--- src/hdl/tsdlp_pkg.sv ---
package tsdlp_pkg;

  // Default sizing
  localparam int unsigned LineBytesDef = 256;
  localparam int unsigned MaxDigitsDef = 9;

  // Field widths
  localparam int unsigned ByteW = 8;
  localparam int unsigned StatusW = 3;
  localparam int unsigned MantW = 31;
  localparam int unsigned DecW = 4;

  // Characters
  localparam logic [ByteW-1:0] ChLf = 8'h0A;
  localparam logic [ByteW-1:0] ChCr = 8'h0D;
  localparam logic [ByteW-1:0] ChTab = 8'h09;
  localparam logic [ByteW-1:0] ChDot = 8'h2E;
  localparam logic [ByteW-1:0] ChPlus = 8'h2B;
  localparam logic [ByteW-1:0] ChMinus = 8'h2D;
  localparam logic [ByteW-1:0] ChZero = 8'h30;
  localparam logic [ByteW-1:0] ChNine = 8'h39;

  // Line status codes
  localparam logic [StatusW-1:0] StOk = 3'd0;
  localparam logic [StatusW-1:0] StNoCr = 3'd1;
  localparam logic [StatusW-1:0] StShort = 3'd2;
  localparam logic [StatusW-1:0] StTabCount = 3'd3;
  localparam logic [StatusW-1:0] StTabPos = 3'd4;
  localparam logic [StatusW-1:0] StBadField = 3'd5;

  // Shortest line length not flagged as short, LF included
  localparam int unsigned MinLineBytes = 6;

  // Per-field parse flags
  typedef struct packed {
    logic pend_cr;
    logic error;
    logic started;
    logic dot;
    logic sign;
  } field_flags_t;

endpackage

--- src/hdl/tab_separated_decimal_line_parser.sv ---
// Channel | Direction | Handshake             | Payload
// input   | in        | in_valid_i/in_stall_o | rx_byte_i
// result  | out       | out_valid_o/out_stall_i | status_o, 3 x mantissa/decimals
//
// One byte per cycle sustained while no LF waits on a stalled result; an
// input byte is registered before parsing, and the LF result is registered.
// The parse state and the saved triple update in the single parse stage.
// Reset clears all line state and the saved triple to zero.
// A stalled result holds the parse stage only when it carries another LF;
// other bytes keep flowing past a waiting result.
module tab_separated_decimal_line_parser #(
  parameter int unsigned LINE_BYTES = tsdlp_pkg::LineBytesDef,
  parameter int unsigned MAX_DIGITS = tsdlp_pkg::MaxDigitsDef
) (
  input  logic                                 clk_i,
  input  logic                                 rst_ni,
  input  logic                                 in_valid_i,
  output logic                                 in_stall_o,
  input  logic [tsdlp_pkg::ByteW-1:0]          rx_byte_i,
  output logic                                 out_valid_o,
  input  logic                                 out_stall_i,
  output logic [tsdlp_pkg::StatusW-1:0]        status_o,
  output logic signed [tsdlp_pkg::MantW-1:0]   pressure_mantissa_o,
  output logic [tsdlp_pkg::DecW-1:0]           pressure_decimals_o,
  output logic signed [tsdlp_pkg::MantW-1:0]   temperature_mantissa_o,
  output logic [tsdlp_pkg::DecW-1:0]           temperature_decimals_o,
  output logic signed [tsdlp_pkg::MantW-1:0]   conductivity_mantissa_o,
  output logic [tsdlp_pkg::DecW-1:0]           conductivity_decimals_o
);

  localparam int unsigned CntW = $clog2(LINE_BYTES + 1);
  localparam int unsigned DigW = $clog2(MAX_DIGITS + 1);
  localparam int unsigned MantW = tsdlp_pkg::MantW;
  localparam int unsigned DecW = tsdlp_pkg::DecW;
  localparam int unsigned ByteW = tsdlp_pkg::ByteW;

  // Input register
  logic             s1_valid_q;
  logic [ByteW-1:0] s1_byte_q;
  logic             s1_is_lf;
  logic             out_free;
  logic             s1_go;
  logic             in_accept;

  // Line state
  logic [CntW-1:0]             cnt_q, cnt_d;
  logic [1:0]                  tab_q, tab_d;
  logic [MantW-1:0]            acc_q, acc_d;
  tsdlp_pkg::field_flags_t     ff_q, ff_d;
  logic [DigW-1:0]             dig_q, dig_d;
  logic [DigW-1:0]             frac_q, frac_d;
  logic                        le_bad_q, le_bad_d;
  logic                        le_first_q, le_first_d;

  // Pending first two fields, written on a TAB
  logic [MantW-1:0]            pend_mant_q [2];
  logic [DecW-1:0]             pend_dec_q [2];
  logic                        pend_we;
  logic                        pend_idx;

  // Saved triple, shown on the result ports
  logic [MantW-1:0]            save_mant_q [3];
  logic [DecW-1:0]             save_dec_q [3];
  logic                        save_we;

  logic [MantW-1:0]            fld_mant;
  logic [DecW-1:0]             fld_dec;
  logic [DigW+DecW-1:0]        frac_ext;
  logic [tsdlp_pkg::StatusW-1:0] status_d, status_q;
  logic                        out_valid_q;

  // Handshake
  assign s1_is_lf   = (s1_byte_q == tsdlp_pkg::ChLf);
  assign out_free   = !out_valid_q || !out_stall_i;
  assign s1_go      = s1_valid_q && (!s1_is_lf || out_free);
  assign in_stall_o = s1_valid_q && !s1_go;
  assign in_accept  = in_valid_i && !in_stall_o;

  always_ff @(posedge clk_i or negedge rst_ni) begin
    if (!rst_ni) begin
      s1_valid_q <= 1'b0;
    end else if (in_accept) begin
      s1_valid_q <= 1'b1;
    end else if (s1_go) begin
      s1_valid_q <= 1'b0;
    end
  end

  always_ff @(posedge clk_i) begin
    if (in_accept) begin
      s1_byte_q <= rx_byte_i;
    end
  end

  // Current field value, sign applied modulo 2^31
  assign fld_mant = ff_q.sign ? (MantW'(0) - acc_q) : acc_q;
  assign frac_ext = {{DecW{1'b0}}, frac_q};
  assign fld_dec  = frac_ext[DecW-1:0];

  // Parse one byte
  always_comb begin
    logic [ByteW-1:0] b;
    b          = s1_byte_q;
    cnt_d      = cnt_q;
    tab_d      = tab_q;
    acc_d      = acc_q;
    ff_d       = ff_q;
    dig_d      = dig_q;
    frac_d     = frac_q;
    le_bad_d   = le_bad_q;
    le_first_d = le_first_q;
    pend_we    = 1'b0;
    pend_idx   = tab_q[0];
    save_we    = 1'b0;
    status_d   = tsdlp_pkg::StOk;

    // Long line: drop everything and start over with this byte
    if (cnt_q >= CntW'(LINE_BYTES)) begin
      cnt_d      = '0;
      tab_d      = '0;
      acc_d      = '0;
      ff_d       = '0;
      dig_d      = '0;
      frac_d     = '0;
      le_bad_d   = 1'b0;
      le_first_d = 1'b0;
    end
    cnt_d = cnt_d + CntW'(1);

    if (b == tsdlp_pkg::ChLf) begin
      // End of line: checks in priority order
      if (cnt_d == CntW'(1) || !ff_d.pend_cr) begin
        status_d = tsdlp_pkg::StNoCr;
      end else if (cnt_d < CntW'(tsdlp_pkg::MinLineBytes)) begin
        status_d = tsdlp_pkg::StShort;
      end else if (tab_d != 2'd2) begin
        status_d = tsdlp_pkg::StTabCount;
      end else if (le_first_d || !ff_d.started) begin
        status_d = tsdlp_pkg::StTabPos;
      end else if (le_bad_d || ff_d.error) begin
        status_d = tsdlp_pkg::StBadField;
      end else begin
        status_d = tsdlp_pkg::StOk;
      end
      save_we    = (status_d == tsdlp_pkg::StOk);
      cnt_d      = '0;
      tab_d      = '0;
      acc_d      = '0;
      ff_d       = '0;
      dig_d      = '0;
      frac_d     = '0;
      le_bad_d   = 1'b0;
      le_first_d = 1'b0;
    end else begin
      // CR not followed by LF is a bad character
      if (ff_d.pend_cr) begin
        ff_d.pend_cr = 1'b0;
        if (tab_d != 2'd3) begin
          ff_d.error   = 1'b1;
          ff_d.started = 1'b1;
        end
      end

      if (b == tsdlp_pkg::ChCr) begin
        ff_d.pend_cr = 1'b1;
      end else if (b == tsdlp_pkg::ChTab) begin
        if (tab_d < 2'd2) begin
          if (!ff_d.started) begin
            if (tab_d == 2'd0) begin
              le_first_d = 1'b1;
            end else begin
              le_bad_d = 1'b1;
            end
          end
          if (ff_d.error) begin
            le_bad_d = 1'b1;
          end
          pend_we     = 1'b1;
          acc_d       = '0;
          ff_d        = '0;
          dig_d       = '0;
          frac_d      = '0;
          tab_d       = tab_d + 2'd1;
        end else begin
          tab_d = 2'd3;
        end
      end else if (tab_d != 2'd3) begin
        // Field character
        if (b == tsdlp_pkg::ChDot) begin
          ff_d.dot = 1'b1;
        end else if (b >= tsdlp_pkg::ChZero && b <= tsdlp_pkg::ChNine) begin
          if (dig_d >= DigW'(MAX_DIGITS)) begin
            ff_d.error = 1'b1;
          end else begin
            acc_d = (acc_d << 3) + (acc_d << 1) + MantW'(b[3:0]);
            dig_d = dig_d + DigW'(1);
            if (ff_d.dot) begin
              frac_d = frac_d + DigW'(1);
            end
          end
        end else if (!ff_d.started &&
                     (b == tsdlp_pkg::ChMinus || b == tsdlp_pkg::ChPlus)) begin
          if (b == tsdlp_pkg::ChMinus) begin
            ff_d.sign = 1'b1;
          end
        end else begin
          ff_d.error = 1'b1;
        end
        ff_d.started = 1'b1;
      end
    end
  end

  // Line state registers
  always_ff @(posedge clk_i or negedge rst_ni) begin
    if (!rst_ni) begin
      cnt_q      <= '0;
      tab_q      <= '0;
      acc_q      <= '0;
      ff_q       <= '0;
      dig_q      <= '0;
      frac_q     <= '0;
      le_bad_q   <= 1'b0;
      le_first_q <= 1'b0;
    end else if (s1_go) begin
      cnt_q      <= cnt_d;
      tab_q      <= tab_d;
      acc_q      <= acc_d;
      ff_q       <= ff_d;
      dig_q      <= dig_d;
      frac_q     <= frac_d;
      le_bad_q   <= le_bad_d;
      le_first_q <= le_first_d;
    end
  end

  // Pending fields, no reset
  always_ff @(posedge clk_i) begin
    if (s1_go && pend_we) begin
      pend_mant_q[pend_idx] <= fld_mant;
      pend_dec_q[pend_idx]  <= fld_dec;
    end
  end

  // Saved triple, replaced on a good line
  always_ff @(posedge clk_i or negedge rst_ni) begin
    if (!rst_ni) begin
      for (int i = 0; i < 3; i++) begin
        save_mant_q[i] <= '0;
        save_dec_q[i]  <= '0;
      end
    end else if (s1_go && save_we) begin
      save_mant_q[0] <= pend_mant_q[0];
      save_dec_q[0]  <= pend_dec_q[0];
      save_mant_q[1] <= pend_mant_q[1];
      save_dec_q[1]  <= pend_dec_q[1];
      save_mant_q[2] <= fld_mant;
      save_dec_q[2]  <= fld_dec;
    end
  end

  // Result register; the triple only changes when a new result is loaded
  always_ff @(posedge clk_i or negedge rst_ni) begin
    if (!rst_ni) begin
      out_valid_q <= 1'b0;
    end else if (out_free) begin
      out_valid_q <= s1_go && s1_is_lf;
    end
  end

  always_ff @(posedge clk_i) begin
    if (s1_go && s1_is_lf) begin
      status_q <= status_d;
    end
  end

  assign out_valid_o             = out_valid_q;
  assign status_o                = status_q;
  assign pressure_mantissa_o     = save_mant_q[0];
  assign pressure_decimals_o     = save_dec_q[0];
  assign temperature_mantissa_o  = save_mant_q[1];
  assign temperature_decimals_o  = save_dec_q[1];
  assign conductivity_mantissa_o = save_mant_q[2];
  assign conductivity_decimals_o = save_dec_q[2];

endmodule

--- config.mk ---
export PLATFORM = sky130hd
export DESIGN_NAME = tab_separated_decimal_line_parser
export DESIGN_NICKNAME = d
export VERILOG_FILES = /design/src/hdl/tsdlp_pkg.sv /design/src/hdl/tab_separated_decimal_line_parser.sv
export SDC_FILE = /design/constraint.sdc
export NUM_CORES = 1
export LEC_CHECK = 0
export BUFFER_PORTS_ARGS = -buffer_cell sky130_fd_sc_hd__buf_2
export CORE_UTILIZATION = 54
export DETAILED_ROUTE_END_ITERATION = 12
export PLACE_DENSITY = 0.85
export SYNTH_ARGS = -nofsm -noshare
export SYNTH_HDL_FRONTEND = slang
export SYNTH_SLANG_ARGS = --single-unit
--- constraint.sdc ---
create_clock -name clk_i -period 4.2 [get_ports clk_i]
set_clock_uncertainty 0.15 [all_clocks]
set_input_delay 0.84 -clock clk_i [delete_from_list [all_inputs] [get_ports clk_i]]
set_output_delay 0.84 -clock clk_i [all_outputs]
set_load 0.03 [all_outputs]
### Word-level counts from Yosys, hierarchy flattened

Memory sizes are Yosys's and may differ from the RTL's. A register that Yosys moved wholly into a read port is not among the register bits.
Index checks and enable logic that the tools add are counted.
Widths: inputs -> output; s select.

* bits in registers: 105
* RAM bits: 70
* input bits: 12
* output and inout port bits: 110
* logic and storage cells: 157
* memories: 2

Memory list
* pend_mant_q: words 2, width 31, read ports 2, clocked after memory_dff 2, write ports 1, line tab_separated_decimal_line_parser.sv:56 `logic [MantW-1:0] pend_mant_q [2];`
* pend_dec_q: words 2, width 4, read ports 2, clocked after memory_dff 2, write ports 1, line tab_separated_decimal_line_parser.sv:57 `logic [DecW-1:0] pend_dec_q [2];`

* add/sub/neg operators: 7
* $lt $le $gt $ge: 6
* equality and inequality tests: 9
* muxes and demuxes: 86
* reductions and logical operators: 29

Operators with widths (number)
* $mux 31: 10
* $mux 4: 22
* $mux 1: 35
* $add 31x31->31: 1
* $add 31x4->31: 1
* $sub 1x31->31 const A: 1
* $eq 8x4->1 const B: 3
* $eq 8x6->1 const B: 3
* $mux 3: 7
* $mux 9: 2
* $mux 5: 3
* $mux 2: 7
* $logic_not 1->1: 12
* $add 9x1->9 const B: 1
* $eq 9x1->1 const B: 1
* $ge 9x9->1 const B: 1
* $lt 9x3->1 const B: 1
* $add 4x1->4 const B: 2
* $ge 8x6->1 const B: 1
* $le 8x6->1 const B: 1
* $logic_and 1x1->1: 8
* $logic_or 1x1->1: 6
* $ge 4x4->1 const B: 1
* $ne 2x2->1 const B: 2
* other kinds (5): 5

### Longest topological paths before layout

Gate-level depths: netlist (run 1).

* depth after elaboration: 15
* depth in mapped cells: 15
* mapped depth without buffers: 13

### Worst setup path before layout (run 1)

OpenSTA, ideal clock, no wires.

* path type: reg2reg
* start point: register cnt_q[8]
* end point: register acc_q[30]
* library setup time: 126 ps
* arrival time: 3886 ps
* required time: 3924 ps
* slack: 38 ps
* cell stages (with the launch flop): 14
* buffers on the path: 3
* clock period less this slack: 4162 ps
* cells stage by stage: dfrtp_1 -> clkbuf_1 -> clkbuf_1 -> clkbuf_1 -> nor2b_1 -> ha_1 -> ha_1 -> a211o_1 -> o2111a_1 -> or4_1 -> o21ai_1 -> a2111oi_0 -> o311a_1 -> a221o_1

* longest elaborated chain between the ends: 11
* elaborated cells between the ends (all ways): 17
* classes of those cells: 2 x add/sub; 3 x order compare; 1 x eq/ne; 11 x mux

Ends and longest elaborated chain
* from (decl): line tab_separated_decimal_line_parser.sv:46 `logic [CntW-1:0] cnt_q, cnt_d;`
* from (signal assigned): line tab_separated_decimal_line_parser.sv:226 `cnt_q <= cnt_d;`
* $ge 9x9->1 *: line tab_separated_decimal_line_parser.sv:118 `if (cnt_q >= CntW'(LINE_BYTES)) begin`
* $mux 31: line tab_separated_decimal_line_parser.sv:118
* $add 31x31->31: line tab_separated_decimal_line_parser.sv:195 `acc_d = (acc_d << 3) + (acc_d << 1) + MantW'(b[3:0]);`
* $add 31x4->31: line tab_separated_decimal_line_parser.sv:195
* $mux 31: line tab_separated_decimal_line_parser.sv:192 `if (dig_d >= DigW'(MAX_DIGITS)) begin`
* $mux 31: line tab_separated_decimal_line_parser.sv:191 `end else if (b >= tsdlp_pkg::ChZero && b <= tsdlp_pkg::ChNine) begin`
* $mux 31: line tab_separated_decimal_line_parser.sv:189 `if (b == tsdlp_pkg::ChDot) begin`
* $mux 31: line tab_separated_decimal_line_parser.sv:187 `end else if (tab_d != 2'd3) begin`
* $mux 31: line tab_separated_decimal_line_parser.sv:166 `end else if (b == tsdlp_pkg::ChTab) begin`
* $mux 31 *: line tab_separated_decimal_line_parser.sv:164 `if (b == tsdlp_pkg::ChCr) begin`
* $mux 31 *: line tab_separated_decimal_line_parser.sv:130 `if (b == tsdlp_pkg::ChLf) begin`
* to (signal assigned): line tab_separated_decimal_line_parser.sv:219 `acc_q <= '0;`
* to (signal assigned): line tab_separated_decimal_line_parser.sv:228 `acc_q <= acc_d;`
* to (decl): line tab_separated_decimal_line_parser.sv:48 `logic [MantW-1:0] acc_q, acc_d;`

Mark *: on every way between the ends. The rest lies on a longest branch, timed or not.
A chain may end at the register's enable or synchronous reset.

### Final worst setup path (run 1)

* start point: register cnt_q[8]
* end point: register acc_q[28]

The elaborated chain is that of the path after synthesis.

==> results.toml, run 1 <==
[power]
ir_drop_mv = 0.232
leakagePower_nw = 6.81
p_per_area_nw_per_um2 = 373
p_total_w = 0.00524

[placed_design]
hpwl_um = 18500
gp_congestion = 0.932
dpl_worst_slack_ps = 578
numPortBuffers = 121

[worst_setup_path]
path_class = "register to register"
crit_path_end_kind = "register"
crit_path_top_delay_cell = "or4_1"
crit_required_ps = 4480
crit_chain = "buf_4 -> nor2b_1 -> ha_1 -> ha_1 -> a211o_1 -> o2111a_1 -> or4_1 -> o21ai_1 -> buf_4 -> a21oi_1 -> a2111o_1 -> o211ai_1"
arrival_ps = 3970
r2r_cells = 12
cp_slowest_stage_delay_ps = 510
crit_path_start_kind = "register"
crit_fanout = 18

[sta]
fmax_mhz = 272
period_minus_slack_ps = 3680
setup_tns_ps = 0
period_share = 0.876
hold_slack_ps = 145
hold_viol_final = 0
setup_violations = 0
rsz0062_at_grt = "no"
slew_headroom = 0.578
layout_setup_ws_ps = 519
slew_viol_final = 0
tightestPinTransition_ps = 633

[yosys]
post-synth-top-count-cell = "dfrtp_1"
synth_fa_ha_area_frac = 0.0684
ys.flop_type = "dfrtp_1"
synth_top_area_share = 0.339
synth_compound_area_frac = 0.116
synthArstFlopShare = 0.669
netlist_instances = 1017
synth_top_family_by_area = "compound AO/OA/AOI/OAI gates"
muxShareOfSynthArea = 0.101
synthSimpleGateAreaFrac = 0.114
yosys_warnings = 0
synth_top_area_cell = "dfrtp_1"
synth_cell_types = 69
synth_xor_area_frac = 0.0405
synth_common_cells = "dfrtp_1, mux2_2, nand2_1"
syn-num-nets = 1094
yosysSeqAreaShare = 0.540
synth_area_per_cell_um2 = 11.9
synth-edff-count = 81
yosys_register_bits = 245
synthTopCellsByArea = "dfrtp_1, edfxtp_1, mux2_2, ha_1, o21ai_0"
synth_area_um2 = 12100

[grt]
grt_max_degree = 70
grt_usage = 0.230
antenna_found_initial = 0
grt_overflow = 0
grt_pass1_wl_um = 41800
grt_pass1_vias = 8439

[layout]
drive_gt1_frac = 0.259
final_util = 0.641
final_nets = 1225
antennaDiodeCount = 0
syn_to_final_growth_pct = 15.9

[die]
start_util = 0.553
io_pins = 122
rows = 54
die_h_um = 152
core-area_um2 = 21900
die_x_um = 152
dieArea_um2 = 23000

[min_path]
hp-class = "input port to async pin"

[clock_tree]
root_buffer = "clkbuf_16"
cts-buffers-inserted = 25
ctsLongestPathBuffers = 3
htreeDepth = 1
hold_buffers = 0
cts_resized = 0
cts_tree = "done"
clock_latency_ps = 530
post-cts-setup-buffers = 0
clk_pin_slew_ps = 60
clkSinkCount = 245

[status]
outcome = "finished clean"

[detailed_routing]
drc = 0
vias = 8485
final_antenna_net_count = 0
firstDrtPassIters = 5
drtIter0Drc = 615
wl_per_cell_um = 18.2
wl_um = 26300
vias_per_cell = 5.87

[job]
cap_violations = 0
-- through the flow --
stage	instance area, um^2	cells
after floorplan	12100	1017
after global placement	13200	1401
after detailed placement	13200	1401
after CTS	14000	1446
after global routing	14000	1446
final	14000	1446
-- power by group --
part	switching, W	internal [W]
registers	0.0000512	0.00250
logic	0.000234	0.000133
clock network	0.000905	0.00142
total	0.00119	0.00405
-- cells in the final DEF (no fill, tap or decap), drive strengths merged, types with 4 or more instances in the layout --
master  netlist  final
nor4          6      6
nand2b       12     12
a21oi        38     38
edfxtp       81     81
buf          15    145
clkbuf       26     36
nand2        85     85
a32o          4      4
o211ai        7      7
xnor2        44     44
or4           7      7
nand3        16     16
xor2         12     12
a211oi        5      5
a22o          7      7
inv          18     18
o31ai        17     17
ha           63     63
or3           6      6
o21ai        83     83
nor2         47     47
nor3b         5      5
mux2i         4      4
nor2b        40     40
clkinv        0      4
o21bai        5      5
nand4         6      6
and3          6      6
a21o         14     14
o21a          4      4
dfrtp       164    164
mux2        105    105
and2          4      4
nor3         12     12
-- worst paths after layout --
| path | startpoint | to | slack, ps |
|---|---|---|---|
| worst max-delay path | cnt_q[8]$_DFFE_PN0P_ | acc_q[28]$_DFFE_PN0P_ | 520 |
| worst min-delay path | rst_ni | temperature_mantissa_o[5]$_DFFE_PN0P_ | 150 |
| worst max register to register | cnt_q[8]$_DFFE_PN0P_ | acc_q[28]$_DFFE_PN0P_ | 520 |
| worst min register to register | pend_mant_q[1][0]$_DFFE_PP_ | temperature_mantissa_o[0]$_DFFE_PN0P_ | 310 |
| max in group asynchronous | rst_ni | acc_q[20]$_DFFE_PN0P_ | 2860 |
| min in group clk_i | pend_mant_q[1][0]$_DFFE_PP_ | temperature_mantissa_o[0]$_DFFE_PN0P_ | 310 |
-- cells by family (layout without fill, tap and decap cells) --
kind of cell / count (synthesis) / after routing
muxes: 109 / 109
and+or+nand+nor: 267 / 267
AOI/OAI and AO/OA: 216 / 216
xor gates and xnor gates: 56 / 56
adders and majority gates: 65 / 65
DFF: 245 / 245
buffers and inverters: 59 / 208
-- flip-flops by register name (all words and copies together), names as in the netlist, 4 cells and up --
register / flops
pend_mant_q: 62
acc_q: 31
conductivity_mantissa_o: 31
pressure_mantissa_o: 31
temperature_mantissa_o: 31
cnt_q: 9
pend_dec_q: 8
s1_byte_q: 8
ff_q: 5
conductivity_decimals_o: 4
dig_q: 4
fld_dec: 4
pressure_decimals_o: 4
temperature_decimals_o: 4
-- metal layers --
layer,share of wire,GRT usage,up-vias
met5,0,0,-
met4,0.028,0.0856,0
met3,0.053,0.0350,47
met1,0.44,0.299,4160
met2,0.48,0.389,282
li1,-,-,3996
-- critical path, delay by kind of cell (launching register included) --
kind / cells / cell delay, ps
buffers and inverters: 2 / 380
flip-flops: 1 / 440
AND/OR/NAND/NOR: 2 / 690
AO/OA/AOI/OAI: 6 / 1310
adder cells (fa/ha/maj): 2 / 630
-- area by class of cell --
class / instances / area, um^2
Clock buffer: 36 / 748
Fill cell: 1620 / 7860
Multi-Input combinational cell: 713 / 5360
Tap cell: 280 / 350
Inverter: 18 / 67.6
Timing Repair Buffer: 145 / 842
Sequential cell: 245 / 6540
Clock inverter: 9 / 124
Note: power is estimated with default switching activity, not from simulation.
==> run 2: changes to the inputs <==
- clock period: 4.2 -> 3 ns (I/O delays scaled with it)
==> results.toml, run 2 (synthesized netlist as in run 1, its figures left out) <==
[detailed_routing]
wl_per_cell_um = 27.3
dr_wl_met2_um = 19800
met1_length_um = 14900
drc = 0
routed.top_layer = "met4"
vias = 11147
drtIter0Drc = 1548
firstDrtPassIters = 10
final_antenna_net_count = 0
wl_um = 44300
vias_per_cell = 6.87
wl_met3_um = 5350

[die]
io_pins = 122
start_util = 0.553
dieArea_um2 = 23000
die_h_um = 152
core-area_um2 = 21900
rows = 54
die_x_um = 152

[grt]
grt_usage = 0.318
antenna_found_initial = 1
grt_overflow = 0
grt_pass1_wl_um = 55900
grt_pass1_vias = 10101
grt_max_degree = 98

[clock_tree]
root_buffer = "clkbuf_16"
cts_tree = "done"
ctsLongestPathBuffers = 3
clock_latency_ps = 530
cts-buffers-inserted = 24
htreeDepth = 1
clkSinkCount = 245
clk_pin_slew_ps = 70

[sta]
slew_headroom = 0.465
period_share = 1.21
fmax_mhz = 276
hold_slack_ps = 92.6
slew_viol_final = 0
period_minus_slack_ps = 3630
setup_tns_ps = -46090
rsz0062_at_grt = "yes"
setup_violations = 164
tightestPinTransition_ps = 794
hold_viol_final = 0
layout_setup_ws_ps = -625

[worst_setup_path]
crit_path_end_kind = "register"
r2r_cells = 13
startpoint = "cnt_q[8]$_DFFE_PN0P_"
crit_path_start_kind = "register"
crit_fanout = 7
r2r_start = "cnt_q[8]$_DFFE_PN0P_"
rrSetupSlack_ps = -630
path_class = "register to register"
crit_required_ps = 3250
arrival_ps = 3880

[placed_design]
gp_congestion = 0.918
dpl_worst_slack_ps = -342
hpwl_um = 21600
numPortBuffers = 121

[power]
leakagePower_nw = 7.87
ir_drop_mv = 0.329
p_per_area_nw_per_um2 = 462

[min_path]
hp-class = "input port to register"
holdPathStages = 1
hp-start = "rx_byte_i[7]"

[layout]
largest_register_ffs = 62
syn_to_final_growth_pct = 35.2
antennaDiodeCount = 0
final_nets = 1402
final_util = 0.748
layout_common_cells = "buf_4, dfrtp_1, buf_2"
regMostFlops = "pend_mant_q"
mostFrequentLayoutCell = "buf_4"
drive_gt1_frac = 0.439

[status]
violations = "negative setup slack"
outcome = "finished, violations left"

[job]
cap_violations = 0
## run 2: where the power goes
part	switching (W)	internal, W	total [W]
clock	0.00139	0.00172	0.00312
sequential	0.0000684	0.00349	0.00356
combinational	0.000525	0.000353	0.000878
total	0.00199	0.00557	0.00756
## run 2: cell type report
class / count / area (um^2)
inverters: 18 / 70.1
clock inverters: 14 / 114
well taps: 280 / 350
flip-flops and latches: 245 / 6540
clock buffers: 30 / 686
repair buffers: 323 / 2480
multi-input cells: 713 / 6140
fillers: 1073 / 5520
## run 2: through the flow
stage	cell area [um^2]	instances	total power [W]
floorplan	12400	1017	0.00396
global placement	14400	1537	0.00422
detailed placement	14400	1537	0.00425
CTS	15700	1603	0.00728
global route	16400	1623	0.00772
finish	16400	1623	0.00756
## run 2: metal layers
layer / up-vias / global-route usage
li1: 4344 / -
met3: 397 / 0.0689
met5: - / 0
met1: 5268 / 0.380
met4: 0 / 0.162
met2: 1138 / 0.540
## run 2: worst max-delay path, stage by stage, from the launching register on
cell and delay, ps:
dfrtp_2 440, buf_12 160, clkbuf_16 170, nor2b_4 160
ha_1 300, ha_4 310, buf_4 160, and4_1 240
o211ai_1 240, a21oi_4 250, o21ai_4 110, a2111oi_4 400
nor3_1 80, a221o_1 320
## run 2: final timing paths
check	end
worst max-delay path	acc_q[30]$_DFFE_PN0P_
min in group asynchronous	pressure_mantissa_o[1]$_DFFE_PN0P_
worst min register to register	temperature_mantissa_o[0]$_DFFE_PN0P_
worst max register to register	acc_q[30]$_DFFE_PN0P_
max in group asynchronous	acc_q[20]$_DFFE_PN0P_
worst min-delay path	s1_byte_q[7]$_DFFE_PP_
## run 2: timing repair
action / in CTS / in global routing
setup buffers: 17 / 17
hold endpoints to repair: 67 / 0
pin swaps: 5 / 27
endpoints found under the setup margin: 134 / 172
hold buffers: 1 / 0
gates cloned: 4 / 4
resized for setup: 64 / 100
